[src/sv/mts_pkg.sv]
package mts_pkg;

    localparam int STACK_DEPTH = 64;
    localparam int VALUE_BITS  = 32;
    localparam int COUNT_BITS  = $clog2(STACK_DEPTH + 1);

    localparam int FIELD_BITS  = 32;
    localparam int OCC_BITS    = 7;

    localparam logic KIND_PUSH = 1'b0;
    localparam logic KIND_POP  = 1'b1;

    typedef enum logic [1:0] {
        STATUS_DONE  = 2'd0,
        STATUS_FULL  = 2'd1,
        STATUS_EMPTY = 2'd2
    } status_t;

    typedef logic [VALUE_BITS-1:0] word_t;

    // Shift command shared by every cell of one chain.
    typedef struct packed {
        logic push;
        logic pop;
    } shift_t;

endpackage

[src/sv/mts_cell.sv]
module mts_cell (
    input  logic            clk,
    input  mts_pkg::shift_t ctrl,
    input  mts_pkg::word_t  from_above,
    input  mts_pkg::word_t  from_below,
    output mts_pkg::word_t  value
);
    import mts_pkg::*;

    word_t value_reg;
    word_t value_next;

    always_comb
    begin
        value_next = value_reg;
        if (ctrl.push)
        begin
            value_next = from_above;
        end
        else if (ctrl.pop)
        begin
            value_next = from_below;
        end
    end

    always_ff @(posedge clk)
    begin
        value_reg <= value_next;
    end

    assign value = value_reg;
endmodule

[src/sv/mts_chain.sv]
module mts_chain (
    input  logic            clk,
    input  mts_pkg::shift_t ctrl,
    input  mts_pkg::word_t  load_value,
    output mts_pkg::word_t  first,
    output mts_pkg::word_t  second
);
    import mts_pkg::*;

    // Cell zero is the top of the stack; a push moves every entry one cell deeper.
    word_t taps [STACK_DEPTH];

    for (genvar i = 0; i < STACK_DEPTH; i++)
    begin : g_cell
        word_t above;
        word_t below;

        if (i == 0)
        begin : g_head
            assign above = load_value;
        end
        else
        begin : g_body
            assign above = taps[i-1];
        end

        if (i == STACK_DEPTH - 1)
        begin : g_tail
            assign below = '0;
        end
        else
        begin : g_inner
            assign below = taps[i+1];
        end

        mts_cell u_cell (
            .clk        (clk),
            .ctrl       (ctrl),
            .from_above (above),
            .from_below (below),
            .value      (taps[i])
        );
    end

    assign first  = taps[0];
    assign second = taps[1];
endmodule

[config.mk]
export PLATFORM = sky130hd
export DESIGN_NAME = mts_chain
export DESIGN_NICKNAME = d
export VERILOG_FILES = /design/src/sv/mts_pkg.sv /design/src/sv/mts_cell.sv /design/src/sv/mts_chain.sv
export SDC_FILE = /design/constraint.sdc
export NUM_CORES = 2
export LEC_CHECK = 0
export ABC_AREA = 1
export BUFFER_PORTS_ARGS = -buffer_cell sky130_fd_sc_hd__buf_2
export CORE_AREA = 10 10 411 413
export CTS_BUF_LIST = sky130_fd_sc_hd__clkbuf_2
export DETAILED_ROUTE_END_ITERATION = 6
export DIE_AREA = 0 0 421 423
export PLACE_DENSITY_LB_ADDON = 0.1
export RECOVER_POWER = 50
export SYNTH_ARGS = -nofsm -noshare
export SYNTH_HDL_FRONTEND = slang
export SYNTH_SLANG_ARGS = --single-unit
export TNS_END_PERCENT = 10
[constraint.sdc]
create_clock -name clk -period 56.3 [get_ports clk]
set_clock_uncertainty 0.05 [all_clocks]
set_input_delay 14.075 -clock clk [delete_from_list [all_inputs] [get_ports clk]]
set_output_delay 14.075 -clock clk [all_outputs]
set_load 0.05 [all_outputs]
Word-level counts from Yosys, hierarchy flattened --
Index checks and enable logic that the tools add are counted.
Operators by class: $add $sub $neg 0, multiply operators 0, div/mod/pow operators 0, order comparisons 0, equality and inequality tests 0, shifts and indexed selects 0, muxes and demuxes 128, bitwise gates (word level) 0, reductions and logical operators 1
Operators by type and width (number):
- two-way mux 32 bit | 128
- nonzero test 2 bit | 1
Storage, ports and cells: register bits 2048, latch bits 0, bits in writable memories 0, ROM bits 0, output and inout port bits 64, logic and storage cells 193, memories 0

Longest topological paths before layout --
word-level depth 2, gate-level depth with buffers 7, depth with buffers taken out 3

Hierarchy --
Synthesis repeated with hierarchy kept, for this count alone.
Unflattened totals: cell total of the unflattened synthesis 8769, area, all modules 89689.8 um^2
By module, submodules not included:
- mts_cell | times used 64, cells each 137, area an instance 1401.3 um^2, sequential area each 960.9 um^2
- mts_chain | times used 1, cells each 1, area an instance 3.8 um^2, sequential area each 0.0 um^2

Worst setup path before layout --
Ideal clock, no wire load.
path kind input -> register, start input ctrl[1] (netlist name), end register g_cell[0].u_cell.value_reg[0] (enable), library setup time 1.603 ns, arrival time 38.581 ns, required time 54.647 ns, path slack 16.066 ns, cell stages on the path 4, path buffers 3, cell sequence buf_4 buf_4 buf_4 or2_2
Between the ends: longest elaborated chain between the ends 1
RTL lines:
- start, declared | line mts_chain.sv:3 | input mts_pkg::shift_t ctrl,
- nonzero test 2 bit (no line)
- end signal, assigned | line mts_cell.sv:28 | value_reg <= value_next;
- end, declared | line mts_cell.sv:10 | word_t value_reg;
Every way passes these cells. A chain may end at the register's enable or synchronous reset.

Final worst setup path --
start input ctrl[1] (netlist name), end register g_cell[4].u_cell.value_reg[17], data pin
Between the ends: longest elaborated chain between the ends 1
RTL lines:
- two-way mux 32 bit | line mts_cell.sv:16 | if (ctrl.push)
- via g_cell[4].u_cell.value_next[17] | line mts_cell.sv:11 | word_t value_next;
- end signal, assigned | line mts_cell.sv:28
- end, declared | line mts_cell.sv:10
The timed path passes the listed nets, and every way through them passes these cells.

==> metrics.md <==
| Metric | Value |
|---|---|
| Antenna violations before repair | 3 |
| DRT antenna net count | 0 |
| Pwr dens | 36.17 nW/um^2 |
| CP Launch Type | input port |
| Nets@finish | 8907 |
| Data required time of the worst path | 57.65 ns |
| Rows | 147 |
| Worst EP arrival | 35.80 ns |
| CTS tree | done |
| Post-detail-place hpwl | 76960 um |
| Worst min path class | flop to flop |
| Final core occ | 57.67% |
| First-pass GRT wire length | 255300 um |
| Worst skew pair latency | 1.70 ns |
| Rel. slew slack | -528.0% |
| Adder-cell share of the synthesized area | 0% |
| Resized cells post-CTS | 0 |
| Fraction of synthesized area in multiplexers | 0% |
| Failing checks | max-capacitance violations, max-slew violations |
| Gr usage total | 16.22% |
| Largest family of logic cells by synthesized area | simple AND/OR/NAND/NOR gates |
| Commonest non-fill, non-tap cell in the layout | nand2_1 |
| Critical path class | input port to flop |
| Fin crit share | 61.18% |
| H-tree Lvls | 6 |
| Vias in the first global route | 57.07k |
| Final std cells w/o fill | 11.35k |
| Final hold violation count | 0 |
| Achievable frequency | 29.03 MHz |
| Detailed Route WL | 148300 um |
| Synth Area in Compound Gates | 0% |
| Layout cells sized above 1 | 10.25% |
| Synth Area in Simple Gates | 26.07% |
| Most frequent cells in the layout | nand2_1, edfxtp_1, clkbuf_2, buf_2, clkinv_1 |
| Final setup violation count | 0 |
| Xor-xnor portion of the synthesized cell area | 0% |
| Vias | 56.58k |
| Port Buf Inserts | 98 |
| Maximum number of pins on one net before global-route repair | 295 |
| Gr ovfl total | 0 |
| Iteration count of the initial detailed-routing pass | 5 |
| Clock Tree Root | clkbuf_2 |
| Critical path endpoint category | flop |
| Setup Total Neg Slack | 0 ns |
| Yosys warns | 0 |
| Die Y | 423 um |
| Outcome | finished with violations |
| Sequential element share of the synthesized area | 70.22% |
| Drt drc | 0 |
| CTS clk-pin slew, worst paths | 0.10 ns |
| Worst-path fanout max | 294 |
| Post-synth cell types | 9 |
| Total clock sinks | 2048 |
| Maxcap violations | 31 |
| Die width | 421 um |
| Max Slew Vio Count | 3007 |
| Flops & latches, synth | 2048 |
| Syn nets | 8648 |
| Avg Cell Area, Syn | 10.17 um^2 |
| Routed len/inst | 13.06 um |
| Die area | 178100 um^2 |
| CTS Buf Count | 549 |
| Vias per cell | 4.983 |
| Max clock buf depth | 4 |
| RSZ-0062 raised after global routing | false |
| Worst Tran Pin Value | 9.419 ns |
| Worst Hold Depth | 2 |
| Initial core utilization | 54.67% |
| Reg2reg path depth | 2 |
| Fin crit period | 34.44 ns |
| Max FFs per register | 2048 |
| GP Congestion | 0.7106 |
| Static leakage | 0.04345 uW |
| IO Count | 99 |
| P&R area growth vs syn | 5.491% |
| Setup bufs post-CTS | 0 |
| Peak supply drop | 0.02147 mV |
| Drt initial violations | 4432 |
| CTS hold repair buffers | 0 |
| Placed Cells incl. Taps | 10.48k |
| Post-Synthesis Cells | 8613 |
| Post-Syn Area | 87580 um^2 |
| CORE AREA | 160200 um^2 |
| Fillers | 14.33k |
## routing by layer
layer  share of wire (%)  global-route usage (%)  up-vias
li1                    -                       -    28460
met5                   0                       0        -
met1                  47                   21.45    26990
met2                  46                   26.11      891
met3                 4.4                   3.868      236
met4                 1.9                   6.078        0
## cells in the mapped netlist
cell type | n | area [um^2]
buf_2 | 269 | 1346
inv_1 | 32 | 120.1
buf_4 | 7 | 52.55
inv_4 | 1 | 6.260
clkbuf_1 | 33 | 123.9
nand2_1 | 6080 | 22820
buf_6 | 142 | 1599
edfxtp_1 | 2048 | 61500
or2_2 | 1 | 6.260
## cells by family (layout without fill, tap and decap cells)
family,after synthesis,count (layout)
buffers and inverters,484,1063
other,0,1
DFF,2048,2048
and+or+nand+nor,6081,6081
## critical path: stages
cell	delay [ns]
clkbuf_1	6.02
clkinvlp_2	11.70
clkbuf_1	1.41
clkbuf_1	1.71
nand2_1	0.55
nand2_1	0.10
## worst paths after layout
| path | startpoint | end | slack [ns] |
|---|---|---|---|
| hold / removal | g_cell[63].u_cell.value[29] | g_cell[62].u_cell.value[29] | 0.41 |
| setup / recovery | ctrl[1] | g_cell[4].u_cell.value[17] | 21.86 |
| hold reg to reg | g_cell[63].u_cell.value[29] | g_cell[62].u_cell.value[29] | 0.41 |
| setup reg to reg | g_cell[3].u_cell.value[3] | g_cell[4].u_cell.value[3] | 55.28 |
## power breakdown
part	internal [uW]	switching [uW]
registers	1950	111
clock network	380	587
logic	109	203
total	2440	902
## per-stage QoR
step	total power, uW	worst slack (ns)	area (um^2)	hold slack (ns)
detailed placement	2402	36.08	88190	0.4479
global route	3557	19.31	92380	0.4241
global placement	2389	36.15	88190	0.4399
finish	3342	21.86	92380	0.4141
floorplan	2386	16.07	87580	0.4374
CTS	3393	38.08	92530	0.4116
## final cells by class
class / count / area, um^2 / share of cell area [%]
Sequential cell: 2048 / 61500 / 66.57
Timing Repair Buffer: 159 / 879.6 / 0.9521
Multi-Input combinational cell: 6081 / 22830 / 24.71
Antenna cell: 1 / 2.502 / 0.002709
Inverter: 33 / 125.1 / 0.1354
Tap cell: 2160 / 2703 / 2.925
Clock buffer: 785 / 3929 / 4.253
Clock inverter: 86 / 417.9 / 0.4524
No activity file was read; power rests on OpenSTA's default activity.
